**src/rtl/zeas_pkg.sv**
```systemverilog
`default_nettype none

package zeas_pkg;

  // One byte of the carved file
  typedef struct packed {
    logic [7:0] data_byte;
    logic       last_byte;
  } in_t;

  // Verdict given on the final byte
  typedef struct packed {
    logic        verdict;
    logic [33:0] archive_len;
  } out_t;

  // End-of-central-directory signature 50 4B 05 06
  localparam logic [23:0] SigHead = 24'h504B05;
  localparam logic [7:0]  SigTail = 8'h06;

  // Signature start offset must be 18 or more: last signature byte at 21 or more
  localparam int MinSigEnd       = 21;
  localparam int SigLen          = 3;
  localparam int MaxTailDistance = 65539;
  localparam int RecordLen       = 22;
  localparam int SizeWidth       = 34;

  // Record bytes captured after the signature, and where each field starts
  localparam logic [4:0] CaptureLen = 5'd18;
  localparam logic [4:0] SizeAt     = 5'd8;
  localparam logic [4:0] OffsetAt   = 5'd12;
  localparam logic [4:0] CommentAt  = 5'd16;

endpackage

`default_nettype wire

```
**src/rtl/zip_eocd_archive_sizer.sv**
```systemverilog
`default_nettype none

// Streams a carved file in one byte per transfer (last_byte flags the final
// byte) and gives one result on the final byte: verdict 1 with the archive size
// taken from the last end-of-central-directory record, or verdict 0 with size 0.
// Sustained rate is one byte per clock while in_ready_o is high. A byte is
// held in the input register while the scan logic updates its state, and the
// result lands in the output register behind it. in_ready_o drops only while
// a final byte waits behind a verdict that has not yet been taken. POS_WIDTH
// sets the width of the saturating byte position; a file of 2^POS_WIDTH bytes
// or more gives verdict 0.
module zip_eocd_archive_sizer #(
  parameter int POS_WIDTH = 32
) (
  input  wire logic           clk_i,
  input  wire logic           rst_ni,
  input  wire logic           in_valid_i,
  output logic                in_ready_o,
  input  wire zeas_pkg::in_t  in_data_i,
  output logic                out_valid_o,
  input  wire logic           out_ready_i,
  output zeas_pkg::out_t      out_data_o
);

  logic           in_valid_q;
  zeas_pkg::in_t  in_q;
  logic           out_valid_q;
  zeas_pkg::out_t out_q;
  zeas_pkg::out_t result;
  logic           out_free;
  logic           step;

  // Stage advance: only a final byte needs room in the result register
  assign out_free   = !out_valid_q || out_ready_i;
  assign step       = in_valid_q && (!in_q.last_byte || out_free);
  assign in_ready_o = !in_valid_q || step;

  // Input register
  always_ff @(posedge clk_i or negedge rst_ni) begin
    if (!rst_ni) begin
      in_valid_q <= 1'b0;
    end else if (in_ready_o) begin
      in_valid_q <= in_valid_i;
    end
  end

  always_ff @(posedge clk_i) begin
    if (in_valid_i && in_ready_o) begin
      in_q <= in_data_i;
    end
  end

  zeas_scan #(
    .PosWidth(POS_WIDTH)
  ) u_scan (
    .clk_i   (clk_i),
    .rst_ni  (rst_ni),
    .step_i  (step),
    .item_i  (in_q),
    .result_o(result)
  );

  // Result register
  always_ff @(posedge clk_i or negedge rst_ni) begin
    if (!rst_ni) begin
      out_valid_q <= 1'b0;
    end else if (step && in_q.last_byte) begin
      out_valid_q <= 1'b1;
    end else if (out_ready_i) begin
      out_valid_q <= 1'b0;
    end
  end

  always_ff @(posedge clk_i) begin
    if (step && in_q.last_byte) begin
      out_q <= result;
    end
  end

  assign out_valid_o = out_valid_q;
  assign out_data_o  = out_q;

  a_stall_cause : assert property (@(posedge clk_i) disable iff (!rst_ni)
    !in_ready_o |-> in_valid_q && in_q.last_byte && out_valid_q && !out_ready_i)
    else $error("input stalled without a pending verdict");

  a_result_source : assert property (@(posedge clk_i) disable iff (!rst_ni)
    out_valid_q && !$past(out_valid_q) |-> $past(step && in_q.last_byte))
    else $error("verdict without a final byte");

  a_unknown_zero : assert property (@(posedge clk_i) disable iff (!rst_ni)
    out_valid_q && !out_q.verdict |-> (out_q.archive_len == '0))
    else $error("size given with unknown verdict");

endmodule

`default_nettype wire

```
**src/rtl/zeas_scan.sv**
```systemverilog
`default_nettype none

module zeas_scan #(
  parameter int PosWidth = 32
) (
  input  wire logic          clk_i,
  input  wire logic          rst_ni,
  input  wire logic          step_i,
  input  wire zeas_pkg::in_t item_i,
  output zeas_pkg::out_t     result_o
);

  localparam logic [PosWidth-1:0] PosMax = '1;

  logic [PosWidth-1:0] pos_q, pos_d;
  logic [PosWidth-1:0] sig_off_q, sig_off_d;
  logic [23:0]         recent_q, recent_d;
  logic                seen_q, seen_d;
  logic [4:0]          cnt_q, cnt_d;
  logic [31:0]         dsize_q, dsize_d;
  logic [31:0]         doff_q, doff_d;
  logic [15:0]         clen_q, clen_d;

  logic                pos_max;
  logic                sig_hit;
  logic [PosWidth-1:0] tail_dist;
  logic [PosWidth-1:0] need;
  logic                fits;

  // Next state for one byte
  always_comb begin
    pos_max   = (pos_q == PosMax);
    seen_d    = seen_q;
    sig_off_d = sig_off_q;
    cnt_d     = cnt_q;
    dsize_d   = dsize_q;
    doff_d    = doff_q;
    clen_d    = clen_q;

    // capture record bytes behind the latest signature, little endian
    if (seen_q && (cnt_q < zeas_pkg::CaptureLen)) begin
      if (cnt_q >= zeas_pkg::CommentAt) begin
        clen_d[{cnt_q[0], 3'b000} +: 8] = item_i.data_byte;
      end else if (cnt_q >= zeas_pkg::OffsetAt) begin
        doff_d[{cnt_q[1:0], 3'b000} +: 8] = item_i.data_byte;
      end else if (cnt_q >= zeas_pkg::SizeAt) begin
        dsize_d[{cnt_q[1:0], 3'b000} +: 8] = item_i.data_byte;
      end
      cnt_d = cnt_q + 5'd1;
    end

    // a newer signature restarts the capture
    sig_hit = (recent_q == zeas_pkg::SigHead) && (item_i.data_byte == zeas_pkg::SigTail) &&
              (pos_q >= PosWidth'(zeas_pkg::MinSigEnd)) && !pos_max;
    if (sig_hit) begin
      seen_d    = 1'b1;
      sig_off_d = pos_q - PosWidth'(zeas_pkg::SigLen);
      cnt_d     = '0;
    end

    recent_d = {recent_q[15:0], item_i.data_byte};
    pos_d    = pos_max ? pos_q : pos_q + PosWidth'(1);
  end

  // Verdict on the state after this byte; file length is pos_q + 1
  always_comb begin
    tail_dist = pos_q + PosWidth'(1) - sig_off_d;
    need      = PosWidth'(zeas_pkg::RecordLen) + PosWidth'(clen_d);
    fits = !pos_max && seen_d && (cnt_d == zeas_pkg::CaptureLen) &&
           (tail_dist <= PosWidth'(zeas_pkg::MaxTailDistance)) && (need <= tail_dist);
    result_o.verdict     = fits;
    result_o.archive_len = '0;
    if (fits) begin
      result_o.archive_len = zeas_pkg::SizeWidth'(doff_d) + zeas_pkg::SizeWidth'(dsize_d) +
                             zeas_pkg::SizeWidth'(zeas_pkg::RecordLen) +
                             zeas_pkg::SizeWidth'(clen_d);
    end
  end

  // Control state; the final byte returns it to the start of a file
  always_ff @(posedge clk_i or negedge rst_ni) begin
    if (!rst_ni) begin
      pos_q     <= '0;
      sig_off_q <= '0;
      recent_q  <= '0;
      seen_q    <= 1'b0;
      cnt_q     <= '0;
    end else if (step_i) begin
      if (item_i.last_byte) begin
        pos_q     <= '0;
        sig_off_q <= '0;
        recent_q  <= '0;
        seen_q    <= 1'b0;
        cnt_q     <= '0;
      end else begin
        pos_q     <= pos_d;
        sig_off_q <= sig_off_d;
        recent_q  <= recent_d;
        seen_q    <= seen_d;
        cnt_q     <= cnt_d;
      end
    end
  end

  // Captured fields: only read once all 18 bytes after the signature are in
  always_ff @(posedge clk_i) begin
    if (step_i) begin
      dsize_q <= dsize_d;
      doff_q  <= doff_d;
      clen_q  <= clen_d;
    end
  end

  a_cnt_range : assert property (@(posedge clk_i) disable iff (!rst_ni)
    cnt_q <= zeas_pkg::CaptureLen)
    else $error("capture count out of range");

  a_eof_clears : assert property (@(posedge clk_i) disable iff (!rst_ni)
    step_i && item_i.last_byte |=> (pos_q == '0) && !seen_q)
    else $error("state not cleared after final byte");

  a_capture_needs_sig : assert property (@(posedge clk_i) disable iff (!rst_ni)
    !seen_q |-> (cnt_q == '0))
    else $error("capture count without signature");

endmodule

`default_nettype wire
```
**config.mk**
```make
export PLATFORM = sky130hd
export DESIGN_NAME = zip_eocd_archive_sizer
export DESIGN_NICKNAME = d
export VERILOG_FILES = /design/src/rtl/zeas_pkg.sv /design/src/rtl/zip_eocd_archive_sizer.sv /design/src/rtl/zeas_scan.sv
export SDC_FILE = /design/constraint.sdc
export NUM_CORES = 1
export LEC_CHECK = 0
export BUFFER_PORTS_ARGS = -buffer_cell sky130_fd_sc_hd__buf_2
export CAP_MARGIN = 20
export CORE_MARGIN = 10
export CORE_UTILIZATION = 47
export CTS_CLUSTER_SIZE = 40
export DETAILED_ROUTE_END_ITERATION = 8
export SLEW_MARGIN = 15
export SYNTH_ARGS = -nofsm -noshare
export SYNTH_HDL_FRONTEND = slang
export SYNTH_SLANG_ARGS = --single-unit
```
**constraint.sdc**
```tcl
create_clock -name clk_i -period 15.2 [get_ports clk_i]
set_input_delay 3.04 -clock clk_i [delete_from_list [all_inputs] [get_ports clk_i]]
set_output_delay 3.04 -clock clk_i [all_outputs]
set_load 0.005 [all_outputs]
```
==> After elaboration in Yosys (flattened, before gate mapping) <==
Index checks and enable logic that the tools add are counted.
{ "word_totals": {"output_inout_bits": 37, "in_bits": 13, "regBits": 220} }
{ "op_classes": {"eq_ne": 5, "reduce_logical": 20, "mux": 24, "shifts": 4, "magnitude_cmp": 7, "n_addsub": 10} }
{ "ops": {"columns": ["operator", "count"], "rows": [
  ["32-bit two-way mux", 11],
  ["32-bit bitwise mux", 2],
  ["34-bit by 16-bit adder with 34-bit output", 1],
  ["34-bit by 5-bit adder with 34-bit output, second input constant", 1],
  ["32-bit by 32-bit adder with 33-bit output", 1],
  ["32-bit by 1-bit adder with 32-bit output, second input constant", 1],
  ["32-bit equality test, second input constant", 1],
  ["32-bit by 5-bit >= comparator with 1-bit output, second input constant", 1],
  ["32-bit by 17-bit less-or-equal comparator with 1-bit output, second input constant", 1],
  ["32-bit less-or-equal comparator", 1],
  ["16-bit two-way mux", 2],
  ["8-bit by 7-bit variable shift with 32-bit output, first input constant", 1],
  ["8-bit by 7-bit indexed part select with 32-bit output", 1],
  ["32-bit by 2-bit subtractor with 32-bit output, second input constant", 1],
  ["32-bit subtractor", 1],
  ["24-bit by 23-bit equality test with 1-bit output, second input constant", 1],
  ["24-bit two-way mux", 1],
  ["5-bit by 16-bit adder with 17-bit output, first input constant", 1],
  ["16-bit bitwise mux", 1],
  ["8-bit by 6-bit variable shift with 16-bit output, first input constant", 1],
  ["8-bit by 6-bit indexed part select with 16-bit output", 1],
  ["5-bit two-way mux", 3],
  ["1-bit logical AND", 11],
  ["5-bit by 4-bit >= comparator with 1-bit output, second input constant", 2],
  ["other kinds (13)", 21]
]} }

==> Logic depth before layout (Yosys ltp) <==
{ "logic_depth": {"ltp_word": 10, "depth_mapped": 30, "mapped_depth_nobuf": 27} }

==> By module <==
Synthesis repeated with hierarchy kept, for this count alone.
{ "hier_totals": {"cells_unflattened": 1690, "hier_area_um2": 15802.7} }
{ "modules_own_cells": {"columns": ["module", "instances", "seq_area_each_um2", "cells_each", "area_each_um2"], "rows": [
  ["zeas_scan", 1, 4754.6, 1636, 14375.0],
  ["zip_eocd_archive_sizer", 1, 1371.3, 54, 1427.6]
]} }

==> Least setup slack after synthesis <==
OpenSTA, ideal clock, no wires.
{ "synth_path": {"path_kind": "register to register", "from": "reg u_scan.pos_q[0]", "to": "reg out_q, in the netlist out_data_o[11], data pin", "synth_period_minus_slack_ns": 6.350, "setup_ns": 0.149, "t_arrival_ns": 6.201, "t_required_ns": 15.051, "path_stages_with_launch": 27, "setup_slack_ns": 8.850, "n_path_buf": 4, "path_cell_list": "dfrtp_1 -> ha_1 -> and4_1 -> nand4b_4 -> or4_4 -> o311ai_1 -> clkbuf_1 -> buf_1 -> a21oi_1 -> ha_1 -> a211o_1 -> o211ai_1 -> o21a_1 -> xnor2_1 -> ha_1 -> nand4_1 -> nor3_1 -> nand3_1 -> o21ai_0 -> a31oi_1 -> a311o_1 -> nor3_2 -> nand4_1 -> or4_1 -> buf_6 -> buf_6 -> nor3b_2"} }
{ "synth_between": {"elab_chain_cells": 8} }
{ "synth_rtl": {"columns": ["item", "line_no", "source"], "rows": [
  ["start, declared", "zeas_scan.sv:15", "logic [PosWidth-1:0] pos_q, pos_d;"],
  ["start signal, assigned", "zeas_scan.sv:96", "pos_q <= pos_d;"],
  ["32-bit by 5-bit >= comparator with 1-bit output / 32-bit equality test (equally long branches)", "zeas_scan.sv:54, zeas_scan.sv:32", null],
  ["1-bit logical AND / 1-bit logical NOT (equally long branches)", "zeas_scan.sv:53, zeas_scan.sv:54, zeas_scan.sv:69", null],
  ["1-bit logical AND", "zeas_scan.sv:54", "(pos_q >= PosWidth'(zeas_pkg::MinSigEnd)) && !pos_max;"],
  ["32-bit two-way mux (tied with other cells)", "zeas_scan.sv:55", "if (sig_hit) begin"],
  ["32-bit subtractor (tied with other cells)", "zeas_scan.sv:67", "tail_dist = pos_q + PosWidth'(1) - sig_off_d;"],
  ["32-bit by 17-bit less-or-equal comparator with 1-bit output / 1-bit logical AND (equally long branches)", "zeas_scan.sv:70, zeas_scan.sv:69", null],
  ["1-bit logical AND", "zeas_scan.sv:69", "fits = !pos_max && seen_d && (cnt_d == zeas_pkg::CaptureLen) &&"],
  ["1-bit logical AND (*)", "zeas_scan.sv:70", "(tail_dist <= PosWidth'(zeas_pkg::MaxTailDistance)) && (need <= tail_dist);"],
  ["end signal, assigned", "zip_eocd_archive_sizer.sv:76", "out_q <= result;"],
  ["end, declared", "zip_eocd_archive_sizer.sv:28", "zeas_pkg::out_t out_q;"]
]} }
Mark *: on every way between the ends. The rest lies on a longest branch, timed or not.
A chain may end at the register's enable or synchronous reset.

==> Final worst setup path <==
{ "layout_path": {"from": "reg u_scan.pos_q[14]", "to": "reg out_q, in the netlist out_data_o[33], data pin"} }
The elaborated chain is that of the path after synthesis.

==> results.toml <==
[outcome]
status = "finished, final reports clean"

[timing]
period_minus_slack_ns = 7.45
tightest_slew_ns = 1.04
max_freq_mhz = 134
rsz0062_at_grt = "false"
tns_ns = 0
hold_violations = 0
worst_clock_skew_ns = 0.0141
drv_slew = 0
maxSlewHeadroom = 0.289
whs_ns = 0.467
setup_viol = 0
finalCritPeriodShare = 0.490

[die]
dieWidth_um = 205
core_um2 = 33600
start_util = 0.478
die_area_um2 = 42000
die_y_um = 205
io_pins = 50
fp-row-count = 67

[yosys]
yosysTopAreaCell = "edfxtp_1"
synth_fa_ha_area_frac = 0.0980
synthMuxAreaShare = 0.0129
ys_warn_count = 0
synth_top_family_by_area = "simple AND/OR/NAND/NOR gates"
synth_xor_area_frac = 0.0714
synth.area.top_cells = "edfxtp_1 (23%), dfrtp_1 (15%), ha_1 (9.4%), nand2_1 (6.6%), o21ai_0 (4.9%)"
ys.flop_type = "edfxtp_1"
syn_avg_cell_area_um2 = 8.84
synth-async-reset-ratio = 0.436
synth.top_cell.area_share = 0.232
syn_nets = 1954
synth-edff-count = 124
ys_seq_area_frac = 0.381
synth_compound_area_frac = 0.189
ys_seq_elements = 220
syn_area_um2 = 16100
synth.distinct_cells = 80
synth-simple-area-share = 0.206
syn_inst = 1817

[cts]
clk_latency_ns = 0.55
clock_sinks = 220
ctsLongestPathBuffers = 3
cts_inserted_buffers = 27
tritoncts = "built"
h-tree-depth = 1
clkTransAtPathRegs_ns = 0.06
postCtsResizedCells = 0
cts_hold_buf = 0
ctsRootBufferMaster = "clkbuf_16"
cts_setup_buffers = 0

[routing]
wl_mm = 41.8
detail-route-antenna-nets = 0
initialDrtViolationCount = 915
drt_pre_antenna_iters = 6
vias = 13400
wire_per_inst_um = 18.3
routed_via_density = 5.85
wl_met3_mm = 1.90
wl_met2_mm = 18.7
drt-met1-wl_mm = 20.6
highest_layer = "met4"
drc = 0

[pwr]
powerDensity_nw_per_um2 = 86.9
ir_drop_mv = 0.0826
p_leak_uw = 0.00761

[placed_design]
io_buffer_count = 49
gp_congestion = 0.871
dp_hpwl_mm = 30.3

[flow_run]
cap_violations = 0

[worst_setup_path]
cp_slowest_cell = "nor4_1"
critPathLaunch = "u_scan.pos_q[14]"
ff2ff_path_depth = 23
arrival_ns = 7.81
max_stage_delay_ns = 0.77
worstPathMaxFanout = 35
crit_required_ns = 15.56
path_cells = "nor4_1 > o211ai_1 > o311ai_4 > o21ai_0 > ha_1 > fa_1 > nand2b_1 > a21oi_1 > o211ai_1 > o21a_1 > xnor2_1 > ha_1 > nand4_1 > nor3_1 > nand3_1 > o21ai_0 > a31oi_1 > a311o_1 > nor3_2 > nand4_1 > or4_1 > buf_4 > nor4b_2"
start_kind = "flop"
critical_path_class = "reg -> reg"
timing.rr.start = "u_scan.pos_q[14]"
cp-end-kind = "flop"

[global_route]
grt_pass1_wl_mm = 69.1
overflow = 0
grt_usage = 0.197
grt_pass1_vias = 13300
antenna_found_initial = 0
grt_max_degree = 86

[min_path]
holdPathStages = 2
worstHoldPathType = "reg -> reg"
hold_start = "u_scan.recent_q[21]"

[final_layout]
mostFrequentLayoutCell = "nand2_1"
layout-drive-gt1-share = 0.0739
nets = 1958
final_util = 0.520
fill_cells = 3216
area_growth_pct = 8.85
layout_common_cells = "nand2_1 (283), o21ai_0 (158), nor2_1 (137)"
n_antenna_cell = 0
## synthesized netlist by cell type (17+ instances only)
cell,count
o21a_1,17
nand3_1,36
xnor2_1,79
inv_1,63
nand3b_1,25
ha_1,121
a21oi_1,114
nor4_1,21
nand4_1,28
nand2_1,284
edfxtp_1,124
o21ai_0,158
nand2b_1,21
dfrtp_1,96
a21o_1,35
or3_1,19
o211ai_1,17
and3_1,18
nor3_1,29
nor2_1,137
a22o_1,28
clkbuf_1,65
o31ai_1,18
xor2_1,52
## cell families after synthesis
family,after synthesis
AO/OA/AOI/OAI,483
XOR/XNOR,131
adder cells (fa/ha/maj),124
buffers and inverters,156
flip-flops,220
multiplexers,20
AND/OR/NAND/NOR,683
## flip-flops by register name, summed over array words and instances (netlist names), 5 cells and up
name              flops
in_q                  9
out_data_o           35
u_scan.clen_q        16
u_scan.cnt_q          5
u_scan.doff_q        32
u_scan.dsize_q       32
u_scan.pos_q         32
u_scan.recent_q      24
u_scan.sig_off_q     32
## worst max-delay path: cells and delay by family (launching register included)
kind	cells	cell delay (ns)
xor gates and xnor gates	1	0.20
AOI/OAI and AO/OA	9	2.60
and+or+nand+nor	9	2.65
buffers and inverters	1	0.27
adders and majority gates	3	1.02
DFF	1	0.48
## worst paths after layout
path / end / slack, ns
worst max-delay path: out_data_o[33] / 7.75
worst min-delay path: u_scan.recent_q[21] / 0.47
worst max register to register: out_data_o[33] / 7.75
worst min register to register: u_scan.recent_q[21] / 0.47
max in group asynchronous: u_scan.pos_q[11] / 11.56
min in group asynchronous: u_scan.pos_q[26] / 2.48
## cell type report
class                   count  area (um^2)  share of cell area
multi-input cells        1441         9310               0.532
clock buffers              36          729              0.0417
repair buffers             68          405              0.0232
well taps                 448          561              0.0321
flip-flops and latches    220         6130               0.350
clock inverters            13          116             0.00666
inverters                  63          238              0.0136
## power by group
group          internal, uW  switching [uW]  total, uW
Combinational          90.2             140        230
Clock                   369             263        631
Sequential              646            11.3        658
Total                  1110             414       1520
## through the flow
stage / total power, uW / setup WS [ns] / cells / instance area (um^2)
floorplan: 833 / 8.85 / 1817 / 16100
global placement: 894 / 7.95 / 2236 / 16600
detailed placement: 897 / 7.83 / 2237 / 16600
CTS: 1530 / 7.78 / 2286 / 17400
global route: 1590 / 7.14 / 2289 / 17500
finish: 1520 / 7.75 / 2289 / 17500
## layer usage
metal  up-vias  GRT usage
met5         -          0
met2       266      0.313
li1       6600          -
met1      6484      0.285
met4         0     0.0391
met3        43     0.0218
Note: power is estimated with default switching activity, not from simulation.
